**config.mk**
```make
export PLATFORM = sky130hd
export DESIGN_NAME = pan_tilt_slew_controller_unit
export DESIGN_NICKNAME = d
export VERILOG_FILES = /design/src/ptsc_pkg.sv /design/src/pan_tilt_slew_controller_unit.sv /design/src/ptsc_fifo.sv /design/src/ptsc_front.sv /design/src/ptsc_back.sv
export SDC_FILE = /design/constraint.sdc
export NUM_CORES = 2
export LEC_CHECK = 0
export ABC_CLOCK_PERIOD_IN_PS = 21600
export BUFFER_PORTS_ARGS = -buffer_cell sky130_fd_sc_hd__buf_2
export CORE_AREA = 2 2 334 336
export DETAILED_ROUTE_END_ITERATION = 10
export DIE_AREA = 0 0 336 338
export GPL_ROUTABILITY_DRIVEN = 0
export PLACE_DENSITY = 0.67
export SLEW_MARGIN = 15
export SYNTH_ARGS = -nofsm -noshare
export SYNTH_HDL_FRONTEND = slang
export SYNTH_SLANG_ARGS = --single-unit
```
**constraint.sdc**
```tcl
create_clock -name clk -period 21.6 [get_ports clk]
set_clock_uncertainty 0.05 [all_clocks]
set_input_delay 2.16 -clock clk [delete_from_list [all_inputs] [get_ports clk]]
set_output_delay 2.16 -clock clk [all_outputs]
set_load 0.05 [all_outputs]
```
**src/ptsc_pkg.sv**
```systemverilog
// ----------------------------------------------------------------------------
// ptsc_pkg: shared types, constants and the table of the pan/tilt slew controller
// Holds the command codes, register indexes, the beat formats between the
// front and back parts, and the unit-vector coefficient table.
// ----------------------------------------------------------------------------
package ptsc_pkg;

  // Fixed field widths
  localparam int ANG_W  = 16;
  localparam int STEP_W = 12;
  localparam int FUNC_W = 3;
  localparam int KEY_W  = 8;
  localparam int IDX_W  = 3;
  localparam int DATA_W = 16;
  localparam int DELTA_W = STEP_W + 1;

  // Default number of fraction bits of an angle
  localparam int FRAC_BITS_DEF = 8;

  // Unit-vector coefficients: COEF_FRAC fraction bits, value up to 1.0
  localparam int COEF_FRAC = 34;
  localparam int COEF_W    = COEF_FRAC + 1;
  localparam int WIDE_W    = 80;

  // Queue depth between front and back, and of the result queue
  localparam int QUEUE_DEPTH = 2;

  // Command codes
  typedef enum logic [FUNC_W-1:0] {
    CMD_NONE    = 3'd0,
    CMD_HOME    = 3'd1,
    CMD_SAVE    = 3'd2,
    CMD_RESTORE = 3'd3,
    CMD_SET     = 3'd4
  } cmd_t;

  // Configuration register indexes
  localparam logic [IDX_W-1:0] REG_PAN_MIN   = 3'd0;
  localparam logic [IDX_W-1:0] REG_PAN_MAX   = 3'd1;
  localparam logic [IDX_W-1:0] REG_TILT_MIN  = 3'd2;
  localparam logic [IDX_W-1:0] REG_TILT_MAX  = 3'd3;
  localparam logic [IDX_W-1:0] REG_SLEW_STEP = 3'd4;
  localparam logic [IDX_W-1:0] REG_MOVE_STEP = 3'd5;
  localparam logic [IDX_W-1:0] REG_HOME_PAN  = 3'd6;
  localparam logic [IDX_W-1:0] REG_HOME_TILT = 3'd7;

  // Configuration register set
  typedef struct packed {
    logic [ANG_W-1:0]  pan_min;
    logic [ANG_W-1:0]  pan_max;
    logic [ANG_W-1:0]  tilt_min;
    logic [ANG_W-1:0]  tilt_max;
    logic [STEP_W-1:0] slew_step;
    logic [STEP_W-1:0] move_step;
    logic [ANG_W-1:0]  home_pan;
    logic [ANG_W-1:0]  home_tilt;
  } cfg_t;

  // Classified tick handed from front to back
  typedef struct packed {
    cmd_t                       cmd;
    logic [ANG_W-1:0]           set_pan;
    logic [ANG_W-1:0]           set_tilt;
    logic signed [DELTA_W-1:0]  d_pan;
    logic signed [DELTA_W-1:0]  d_tilt;
  } op_t;

  // Result beat
  typedef struct packed {
    logic [ANG_W-1:0] pan_position;
    logic [ANG_W-1:0] tilt_position;
    logic [ANG_W-1:0] pan_goal;
    logic [ANG_W-1:0] tilt_goal;
  } res_t;

  // Coefficient table indexed by {a, b}: floor(a / sqrt(a^2 + b^2) * 2^COEF_FRAC)
  typedef logic [15:0][COEF_W-1:0] coef_tab_t;

  // Build the table by a bitwise root search: largest r with r^2 * s <= a^2 << 2F
  function automatic coef_tab_t build_coef();
    coef_tab_t        tab;
    logic [WIDE_W-1:0] lim;
    logic [WIDE_W-1:0] r;
    logic [WIDE_W-1:0] trial;
    logic [WIDE_W-1:0] s;
    for (int a = 0; a < 4; a++) begin
      for (int b = 0; b < 4; b++) begin
        s   = WIDE_W'(a * a + b * b);
        lim = WIDE_W'(a * a) << (2 * COEF_FRAC);
        r   = '0;
        if (a != 0) begin
          for (int k = COEF_W - 1; k >= 0; k--) begin
            trial = r | (WIDE_W'(1) << k);
            if (trial * trial * s <= lim) begin
              r = trial;
            end
          end
        end
        tab[a * 4 + b] = COEF_W'(r);
      end
    end
    return tab;
  endfunction

  localparam coef_tab_t UNIT_COEF = build_coef();

endpackage

```
**src/pan_tilt_slew_controller_unit.sv**
```systemverilog
// ----------------------------------------------------------------------------
// pan_tilt_slew_controller_unit: two-axis slew-rate limiter for a pan/tilt head
// Throughput: one tick per cycle while the result queue has room; the back
//   part's state loop (command, add, clamp, slew) finishes a tick each cycle.
// Path: a tick is registered in the command queue, updated combinationally by
//   the back part, then registered in the result queue.
// Reset: synchronous; queues empty, registers at their defaults, all
//   positions, targets and saved positions at 90 degrees.
// ----------------------------------------------------------------------------
module pan_tilt_slew_controller_unit import ptsc_pkg::*; #(
  parameter int FRAC_BITS = FRAC_BITS_DEF
) (
  input  logic              clk,
  input  logic              rst,
  input  logic              push,
  output logic              full,
  input  logic [FUNC_W-1:0] func,
  input  logic [KEY_W-1:0]  key_mask,
  input  logic [ANG_W-1:0]  set_pan,
  input  logic [ANG_W-1:0]  set_tilt,
  output logic              empty,
  input  logic              pop,
  output logic [ANG_W-1:0]  pan_position,
  output logic [ANG_W-1:0]  tilt_position,
  output logic [ANG_W-1:0]  pan_goal,
  output logic [ANG_W-1:0]  tilt_goal,
  input  logic              wr_en,
  input  logic [IDX_W-1:0]  wr_index,
  input  logic [DATA_W-1:0] wr_data
);

  localparam logic [ANG_W-1:0]  RST_PAN_MIN  = ANG_W'(32'(70) << FRAC_BITS);
  localparam logic [ANG_W-1:0]  RST_PAN_MAX  = ANG_W'(32'(170) << FRAC_BITS);
  localparam logic [ANG_W-1:0]  RST_TILT_MAX = ANG_W'(32'(180) << FRAC_BITS);
  localparam logic [STEP_W-1:0] RST_STEP     = STEP_W'(32'(1) << FRAC_BITS);
  localparam logic [ANG_W-1:0]  RST_HOME     = ANG_W'(32'(90) << FRAC_BITS);

  cfg_t cfg;
  op_t  front_op, back_op;
  logic op_empty, op_take;
  res_t back_res, out_res;
  logic res_full, res_push;

  // Write configuration registers
  always_ff @(posedge clk) begin
    if (rst) begin
      cfg.pan_min   <= RST_PAN_MIN;
      cfg.pan_max   <= RST_PAN_MAX;
      cfg.tilt_min  <= '0;
      cfg.tilt_max  <= RST_TILT_MAX;
      cfg.slew_step <= RST_STEP;
      cfg.move_step <= RST_STEP;
      cfg.home_pan  <= RST_HOME;
      cfg.home_tilt <= RST_HOME;
    end else if (wr_en) begin
      case (wr_index)
        REG_PAN_MIN:   cfg.pan_min   <= wr_data[ANG_W-1:0];
        REG_PAN_MAX:   cfg.pan_max   <= wr_data[ANG_W-1:0];
        REG_TILT_MIN:  cfg.tilt_min  <= wr_data[ANG_W-1:0];
        REG_TILT_MAX:  cfg.tilt_max  <= wr_data[ANG_W-1:0];
        REG_SLEW_STEP: cfg.slew_step <= wr_data[STEP_W-1:0];
        REG_MOVE_STEP: cfg.move_step <= wr_data[STEP_W-1:0];
        REG_HOME_PAN:  cfg.home_pan  <= wr_data[ANG_W-1:0];
        REG_HOME_TILT: cfg.home_tilt <= wr_data[ANG_W-1:0];
        default: begin
        end
      endcase
    end
  end

  // Classify ticks and work out key motion
  ptsc_front u_front (
    .func      (func),
    .key_mask  (key_mask),
    .set_pan   (set_pan),
    .set_tilt  (set_tilt),
    .move_step (cfg.move_step),
    .op        (front_op)
  );

  // Queue classified ticks between the two parts
  ptsc_fifo #(
    .WIDTH ($bits(op_t)),
    .DEPTH (QUEUE_DEPTH)
  ) u_op_queue (
    .clk   (clk),
    .rst   (rst),
    .push  (push),
    .din   (front_op),
    .full  (full),
    .pop   (op_take),
    .dout  (back_op),
    .empty (op_empty)
  );

  // Update targets and positions
  ptsc_back #(
    .FRAC_BITS (FRAC_BITS)
  ) u_back (
    .clk      (clk),
    .rst      (rst),
    .cfg      (cfg),
    .op       (back_op),
    .op_valid (!op_empty),
    .op_take  (op_take),
    .res_full (res_full),
    .res      (back_res),
    .res_push (res_push)
  );

  // Hold results until taken
  ptsc_fifo #(
    .WIDTH ($bits(res_t)),
    .DEPTH (QUEUE_DEPTH)
  ) u_res_queue (
    .clk   (clk),
    .rst   (rst),
    .push  (res_push),
    .din   (back_res),
    .full  (res_full),
    .pop   (pop),
    .dout  (out_res),
    .empty (empty)
  );

  assign pan_position  = out_res.pan_position;
  assign tilt_position = out_res.tilt_position;
  assign pan_goal      = out_res.pan_goal;
  assign tilt_goal     = out_res.tilt_goal;

endmodule

```
**src/ptsc_fifo.sv**
```systemverilog
// ----------------------------------------------------------------------------
// ptsc_fifo: small synchronous queue
// Register-based queue with push/full and pop/empty sides; the oldest entry
// is shown on dout while empty is low.
// ----------------------------------------------------------------------------
module ptsc_fifo #(
  parameter int WIDTH = 8,
  parameter int DEPTH = 2
) (
  input  logic             clk,
  input  logic             rst,
  input  logic             push,
  input  logic [WIDTH-1:0] din,
  output logic             full,
  input  logic             pop,
  output logic [WIDTH-1:0] dout,
  output logic             empty
);

  localparam int PTR_W = (DEPTH > 1) ? $clog2(DEPTH) : 1;
  localparam int CNT_W = $clog2(DEPTH + 1);

  logic [WIDTH-1:0] mem [DEPTH];
  logic [PTR_W-1:0] wr_ptr, wr_ptr_next;
  logic [PTR_W-1:0] rd_ptr, rd_ptr_next;
  logic [CNT_W-1:0] count, count_next;
  logic             do_push, do_pop;

  assign full    = (count == CNT_W'(DEPTH));
  assign empty   = (count == '0);
  assign do_push = push && !full;
  assign do_pop  = pop && !empty;
  assign dout    = mem[rd_ptr];

  // Advance pointers and count
  always_comb begin
    wr_ptr_next = wr_ptr;
    rd_ptr_next = rd_ptr;
    count_next  = count;
    if (do_push) begin
      wr_ptr_next = (wr_ptr == PTR_W'(DEPTH - 1)) ? '0 : wr_ptr + 1'b1;
    end
    if (do_pop) begin
      rd_ptr_next = (rd_ptr == PTR_W'(DEPTH - 1)) ? '0 : rd_ptr + 1'b1;
    end
    if (do_push && !do_pop) begin
      count_next = count + 1'b1;
    end else if (do_pop && !do_push) begin
      count_next = count - 1'b1;
    end
  end

  always_ff @(posedge clk) begin
    if (rst) begin
      wr_ptr <= '0;
      rd_ptr <= '0;
      count  <= '0;
    end else begin
      wr_ptr <= wr_ptr_next;
      rd_ptr <= rd_ptr_next;
      count  <= count_next;
    end
  end

  // Store the pushed beat
  always_ff @(posedge clk) begin
    if (do_push) begin
      mem[wr_ptr] <= din;
    end
  end

endmodule

```
**src/ptsc_front.sv**
```systemverilog
// ----------------------------------------------------------------------------
// ptsc_front: tick classification and key motion
// Maps the command code, sums the direction keys into a vector and scales
// its unit vector by move_step, rounding each axis to the nearest LSB.
// ----------------------------------------------------------------------------
module ptsc_front import ptsc_pkg::*; (
  input  logic [FUNC_W-1:0] func,
  input  logic [KEY_W-1:0]  key_mask,
  input  logic [ANG_W-1:0]  set_pan,
  input  logic [ANG_W-1:0]  set_tilt,
  input  logic [STEP_W-1:0] move_step,
  output op_t               op
);

  localparam int PROD_W = STEP_W + COEF_W;

  logic [1:0]              px, nx, py, ny;
  logic [1:0]              ax, ay;
  logic                    dx_pos, dy_neg;
  logic [COEF_W-1:0]       coef_pan, coef_tilt;
  logic [PROD_W:0]         prod_pan, prod_tilt;
  logic [STEP_W-1:0]       mag_pan, mag_tilt;
  cmd_t                    cmd;

  // Classify the command; unused codes act as no command
  always_comb begin
    case (func)
      CMD_HOME:    cmd = CMD_HOME;
      CMD_SAVE:    cmd = CMD_SAVE;
      CMD_RESTORE: cmd = CMD_RESTORE;
      CMD_SET:     cmd = CMD_SET;
      default:     cmd = CMD_NONE;
    endcase
  end

  // Count keys pushing each way: Q W E A D Z X C
  assign px = {1'b0, key_mask[2]} + {1'b0, key_mask[4]} + {1'b0, key_mask[7]};
  assign nx = {1'b0, key_mask[0]} + {1'b0, key_mask[3]} + {1'b0, key_mask[5]};
  assign py = {1'b0, key_mask[0]} + {1'b0, key_mask[1]} + {1'b0, key_mask[2]};
  assign ny = {1'b0, key_mask[5]} + {1'b0, key_mask[6]} + {1'b0, key_mask[7]};

  assign dx_pos = (px > nx);
  assign dy_neg = (ny > py);
  assign ax     = (px >= nx) ? px - nx : nx - px;
  assign ay     = (py >= ny) ? py - ny : ny - py;

  // Look up the unit-vector components
  assign coef_pan  = UNIT_COEF[{ay, ax}];
  assign coef_tilt = UNIT_COEF[{ax, ay}];

  // Scale and round to nearest
  assign prod_pan  = (PROD_W + 1)'(move_step) * (PROD_W + 1)'(coef_pan)
                   + ((PROD_W + 1)'(1) << (COEF_FRAC - 1));
  assign prod_tilt = (PROD_W + 1)'(move_step) * (PROD_W + 1)'(coef_tilt)
                   + ((PROD_W + 1)'(1) << (COEF_FRAC - 1));
  assign mag_pan   = prod_pan[COEF_FRAC +: STEP_W];
  assign mag_tilt  = prod_tilt[COEF_FRAC +: STEP_W];

  // Pan follows dy, tilt follows -dx
  always_comb begin
    op.cmd      = cmd;
    op.set_pan  = set_pan;
    op.set_tilt = set_tilt;
    op.d_pan    = dy_neg ? -$signed({1'b0, mag_pan}) : $signed({1'b0, mag_pan});
    op.d_tilt   = dx_pos ? -$signed({1'b0, mag_tilt}) : $signed({1'b0, mag_tilt});
  end

endmodule

```
**src/ptsc_back.sv**
```systemverilog
// ----------------------------------------------------------------------------
// ptsc_back: target and position update
// Applies the command, adds the key motion to the targets, clamps them to
// the limits and slews each position toward its target.
// ----------------------------------------------------------------------------
module ptsc_back import ptsc_pkg::*; #(
  parameter int FRAC_BITS = FRAC_BITS_DEF
) (
  input  logic clk,
  input  logic rst,
  input  cfg_t cfg,
  input  op_t  op,
  input  logic op_valid,
  output logic op_take,
  input  logic res_full,
  output res_t res,
  output logic res_push
);

  localparam int SUM_W = ANG_W + 2;
  localparam logic [ANG_W-1:0] RST_ANGLE = ANG_W'(32'(90) << FRAC_BITS);

  logic [ANG_W-1:0] pan_now, pan_now_next;
  logic [ANG_W-1:0] tilt_now, tilt_now_next;
  logic [ANG_W-1:0] pan_aim, pan_aim_next;
  logic [ANG_W-1:0] tilt_aim, tilt_aim_next;
  logic [ANG_W-1:0] pan_kept, pan_kept_next;
  logic [ANG_W-1:0] tilt_kept, tilt_kept_next;
  logic [ANG_W-1:0] pan_base, tilt_base;
  logic signed [SUM_W-1:0] pan_sum, tilt_sum;
  logic             fire;

  // Clamp: test the low limit first, then the high one
  function automatic logic [ANG_W-1:0] clamp_lim(logic signed [SUM_W-1:0] v,
                                                 logic [ANG_W-1:0] lo,
                                                 logic [ANG_W-1:0] hi);
    logic signed [SUM_W-1:0] t;
    t = v;
    if (t < $signed({2'b00, lo})) begin
      t = $signed({2'b00, lo});
    end
    if (t > $signed({2'b00, hi})) begin
      t = $signed({2'b00, hi});
    end
    return t[ANG_W-1:0];
  endfunction

  // Move toward the target by at most one step
  function automatic logic [ANG_W-1:0] slew(logic [ANG_W-1:0] now,
                                            logic [ANG_W-1:0] aim,
                                            logic [STEP_W-1:0] step);
    logic signed [ANG_W:0] diff;
    logic signed [ANG_W:0] mag;
    logic [ANG_W-1:0]      r;
    diff = $signed({1'b0, aim}) - $signed({1'b0, now});
    mag  = (diff < 0) ? -diff : diff;
    if (mag <= $signed({{(ANG_W + 1 - STEP_W){1'b0}}, step})) begin
      r = aim;
    end else if (diff > 0) begin
      r = now + ANG_W'(step);
    end else begin
      r = now - ANG_W'(step);
    end
    return r;
  endfunction

  assign fire     = op_valid && !res_full;
  assign op_take  = fire;
  assign res_push = fire;

  // Apply the command
  always_comb begin
    pan_base       = pan_aim;
    tilt_base      = tilt_aim;
    pan_kept_next  = pan_kept;
    tilt_kept_next = tilt_kept;
    case (op.cmd)
      CMD_HOME: begin
        pan_base  = cfg.home_pan;
        tilt_base = cfg.home_tilt;
      end
      CMD_SAVE: begin
        pan_kept_next  = pan_now;
        tilt_kept_next = tilt_now;
      end
      CMD_RESTORE: begin
        pan_base  = pan_kept;
        tilt_base = tilt_kept;
      end
      CMD_SET: begin
        pan_base  = clamp_lim($signed({2'b00, op.set_pan}), cfg.pan_min, cfg.pan_max);
        tilt_base = clamp_lim($signed({2'b00, op.set_tilt}), cfg.tilt_min, cfg.tilt_max);
      end
      default: begin
      end
    endcase
  end

  // Add key motion, clamp, then slew
  always_comb begin
    pan_sum  = $signed({2'b00, pan_base})
             + $signed({{(SUM_W - DELTA_W){op.d_pan[DELTA_W-1]}}, op.d_pan});
    tilt_sum = $signed({2'b00, tilt_base})
             + $signed({{(SUM_W - DELTA_W){op.d_tilt[DELTA_W-1]}}, op.d_tilt});
    pan_aim_next  = clamp_lim(pan_sum, cfg.pan_min, cfg.pan_max);
    tilt_aim_next = clamp_lim(tilt_sum, cfg.tilt_min, cfg.tilt_max);
    pan_now_next  = slew(pan_now, pan_aim_next, cfg.slew_step);
    tilt_now_next = slew(tilt_now, tilt_aim_next, cfg.slew_step);
  end

  always_comb begin
    res.pan_position  = pan_now_next;
    res.tilt_position = tilt_now_next;
    res.pan_goal      = pan_aim_next;
    res.tilt_goal     = tilt_aim_next;
  end

  // Hold state between ticks
  always_ff @(posedge clk) begin
    if (rst) begin
      pan_now   <= RST_ANGLE;
      tilt_now  <= RST_ANGLE;
      pan_aim   <= RST_ANGLE;
      tilt_aim  <= RST_ANGLE;
      pan_kept  <= RST_ANGLE;
      tilt_kept <= RST_ANGLE;
    end else if (fire) begin
      pan_now   <= pan_now_next;
      tilt_now  <= tilt_now_next;
      pan_aim   <= pan_aim_next;
      tilt_aim  <= tilt_aim_next;
      pan_kept  <= pan_kept_next;
      tilt_kept <= tilt_kept_next;
    end
  end

endmodule
```
==> results.json <==
{
  "finalSetupTns_ns": 0,
  "synth_xor_area_share_pct": 2.96,
  "fin_area_sq_mm": 0.0583,
  "worstSetupEndpointType": "flip-flop",
  "drt_iter0_drc": 2890,
  "ys_types": 88,
  "ys_seq_area_share_pct": 22.0,
  "grt_use_total_pct": 27.0,
  "synth_compound_area_share_pct": 10.4,
  "synth_top_family_by_area": "adder cells",
  "clock_sinks": 476,
  "wl_microns": 152000,
  "path_delay_family": "compound AO/OA/AOI/OAI gates",
  "synth-async-reset-ratio_pct": 0,
  "worstMarginPinSlew_ns": 1.17,
  "area_growth_pct": 6.45,
  "crit_path_max_incr_delay_ns": 0.82,
  "path_max_fanout": 51,
  "synth_edf_count": 250,
  "post_drt_wl_per_cell_microns": 20.2,
  "slew_viol_final": 0,
  "rows": 122,
  "use_met3_pct": 4.10,
  "yosysTopAreaCell": "fa_1",
  "dp.final_hpwl_microns": 117000,
  "groute.layer.met1.usage_pct": 34.0,
  "max-cap-violations": 0,
  "place.port_buffers": 132,
  "clockBufferDepth": 3,
  "hp-class": "reg2reg",
  "crit_type": "reg2reg",
  "relSlewSlack_pct": 21.9,
  "cpMaxStageDelayCell": "o21ai_2",
  "synth_common_cells": "1001 x nand2_1, 895 x inv_1, 621 x fa_1",
  "cp-start-kind": "flip-flop",
  "cp_num_buf_inv": 3,
  "fmax_mhz": 53.4,
  "grt_pass1_vias": 43000,
  "reg2reg_slack_ns": 2.87,
  "core_sq_mm": 0.110,
  "r2r-end": "u_res_queue.mem[1][47]",
  "crit_top_cell": "a21oi_1",
  "status": "completed",
  "reg2reg_depth": 70,
  "detail-route-antenna-nets": 0,
  "rsz0062_at_grt": "no",
  "place_area_sq_mm": 0.0568,
  "die_h_microns": 338,
  "hold_violations": 0,
  "setup_slack_ns": 2.87,
  "cp.arrival_ns": 19.00,
  "ios": 133,
  "via_per_inst": 5.62,
  "multi_input_area_sq_mm": 0.0383,
  "syn-num-nets": 7311,
  "post_cts_resized": 0,
  "cts_hold_buf": 0,
  "dieArea_sq_mm": 0.114,
  "synthAdderAreaFrac_pct": 35.1,
  "clk_pin_slew_ns": 0.06,
  "grt_start_max_net_pins": 93,
  "cts-htree-levels": 2,
  "critPathCapture": "u_res_queue.mem[1][47]",
  "grt_pass1_wl_microns": 239000,
  "synthFlopType": "edfxtp_1",
  "yosysTopAreaCellShare_pct": 22.7,
  "nFillCells": 10100,
  "cts_setup_buffers": 0,
  "synthMuxAreaShare_pct": 5.54,
  "clockRootBuffer": "clkbuf_16",
  "regArea_sq_mm": 0.0121,
  "num_vias": 42500,
  "grt.met2_usage_pct": 46.7,
  "crit_required_ns": 21.87,
  "cts_made_buffers": 46,
  "drive_gt1_share_pct": 8.72,
  "yosys-top-cells-area": "fa_1 23%, edfxtp_1 14%, ha_1 12%",
  "die_width_microns": 336,
  "min_period_ns": 18.73,
  "post-route-drc-count": 0,
  "finalCritPeriodShare_pct": 86.7,
  "post-place-ws_ns": 2.86,
  "ys.warnings.count": 0,
  "hold_depth": 2,
  "ys_ff_latch": 476,
  "worstSkewPairLatency_ns": 0.59,
  "crit_cells": 70,
  "syn_avg_cell_area_sq_um": 9.00,
  "syn-cell-area_sq_mm": 0.0548,
  "post_synth_inst_count": 6082,
  "top_usage_layer": "met2",
  "start_util_pct": 49.8,
  "setup_viol": 0,
  "finalNetCount": 7261,
  "cts_tree": "yes",
  "synthSimpleGateAreaFrac_pct": 15.8,
  "drtPass1Iterations": 7,
  "yosysMostFrequentCell": "nand2_1",
  "grt_overflow_total": 0,
  "antenna_found_initial": 11
}
[registers in the layout, indices dropped and copies added, names as in the netlist, 16 cells and up, named ones only]
name	cells
u_back.pan_now	16
u_back.tilt_now	16
u_back.pan_kept	16
u_back.tilt_kept	16
u_back.tilt_aim	16
u_back.pan_aim	16
cfg	120
u_op_queue.mem	122
u_res_queue.mem	128
[metal layers]
metal	routed length [microns]	share of wire [%]
met5	13	0.0085
met4	6450	4.2
met3	9830	6.4
met2	73700	48
met1	62400	41
[worst register-to-register path: cells and delay by family, from the launching register on]
| family | cells | cell delay [ns] |
|---|---|---|
| compound gates | 39 | 9.36 |
| fa+ha+maj | 9 | 3.12 |
| mux | 6 | 2.10 |
| simple gates | 9 | 1.74 |
| buf+inv | 3 | 0.93 |
| xor+xnor | 4 | 0.66 |
| flops | 1 | 0.46 |
[how the worst min path moves through the flow]
stage                         endpoint                from
global route         u_back.pan_aim[8]   u_back.pan_aim[8]
global placement               cfg[20]             cfg[20]
CTS                            cfg[19]             cfg[19]
detailed placement             cfg[19]             cfg[19]
floorplan           u_back.pan_kept[0]  u_back.pan_kept[0]
finish                         cfg[19]             cfg[19]
[cell type report]
cell class                 count  share of cell area [%]
inverter                     897                    5.78
clock buffer                  67                    2.34
timing repair buffer         202                    2.05
clock inverter                18                   0.270
sequential                   476                    20.7
tap                         1488                    3.19
multi-input combinational   4409                    65.7
antenna                        2                 0.00858
[per-stage QoR]
stage / std cells / hold WS, ns / util (%)
6_report: 7559 / 0.405 / 53.0
3_5_place_dp: 7472 / 0.398 / 51.6
3_3_place_gp: 7472 / 0.391 / 51.6
2_1_floorplan: 6082 / 0.386 / -
5_1_grt: 7559 / 0.420 / 53.0
4_1_cts: 7557 / 0.407 / 53.0
[placed cells by master, fill, tap and decap left out, types with 11 or more instances in the layout]
cell type,n
o211ai_1,32
a31oi_1,23
and3_1,23
a21boi_0,11
buf_2,131
nand3_1,74
o31a_1,20
a21oi_1,353
nand2_1,1000
a211oi_1,24
nand2b_1,38
edfxtp_1,250
dfxtp_1,212
xnor2_1,124
or3_1,16
nor2_1,230
a21o_1,78
o21bai_1,12
nand4_1,38
o21ai_0,149
ha_1,541
or2_2,11
nor3_1,61
o21a_1,53
inv_1,895
fa_1,621
buf_4,70
and2_1,282
mux2i_1,88
clkbuf_16,49
xor2_1,56
mux2_2,185
dfxtp_2,13
nor2b_1,64
[cells by family (layout without fill, tap and decap cells)]
group                      count (synthesis)  count (layout)
and+or+nand+nor                         1890            1890
other                                      0               2
muxes                                    278             278
xor gates and xnor gates                 182             182
AOI/OAI and AO/OA                        897             897
DFF                                      476             476
buffers and inverters                   1197            1184
adders and majority gates               1162            1162
Power is not shown: default switching activity piles up to over one toggle a cycle in this logic, so the estimate is an artifact.
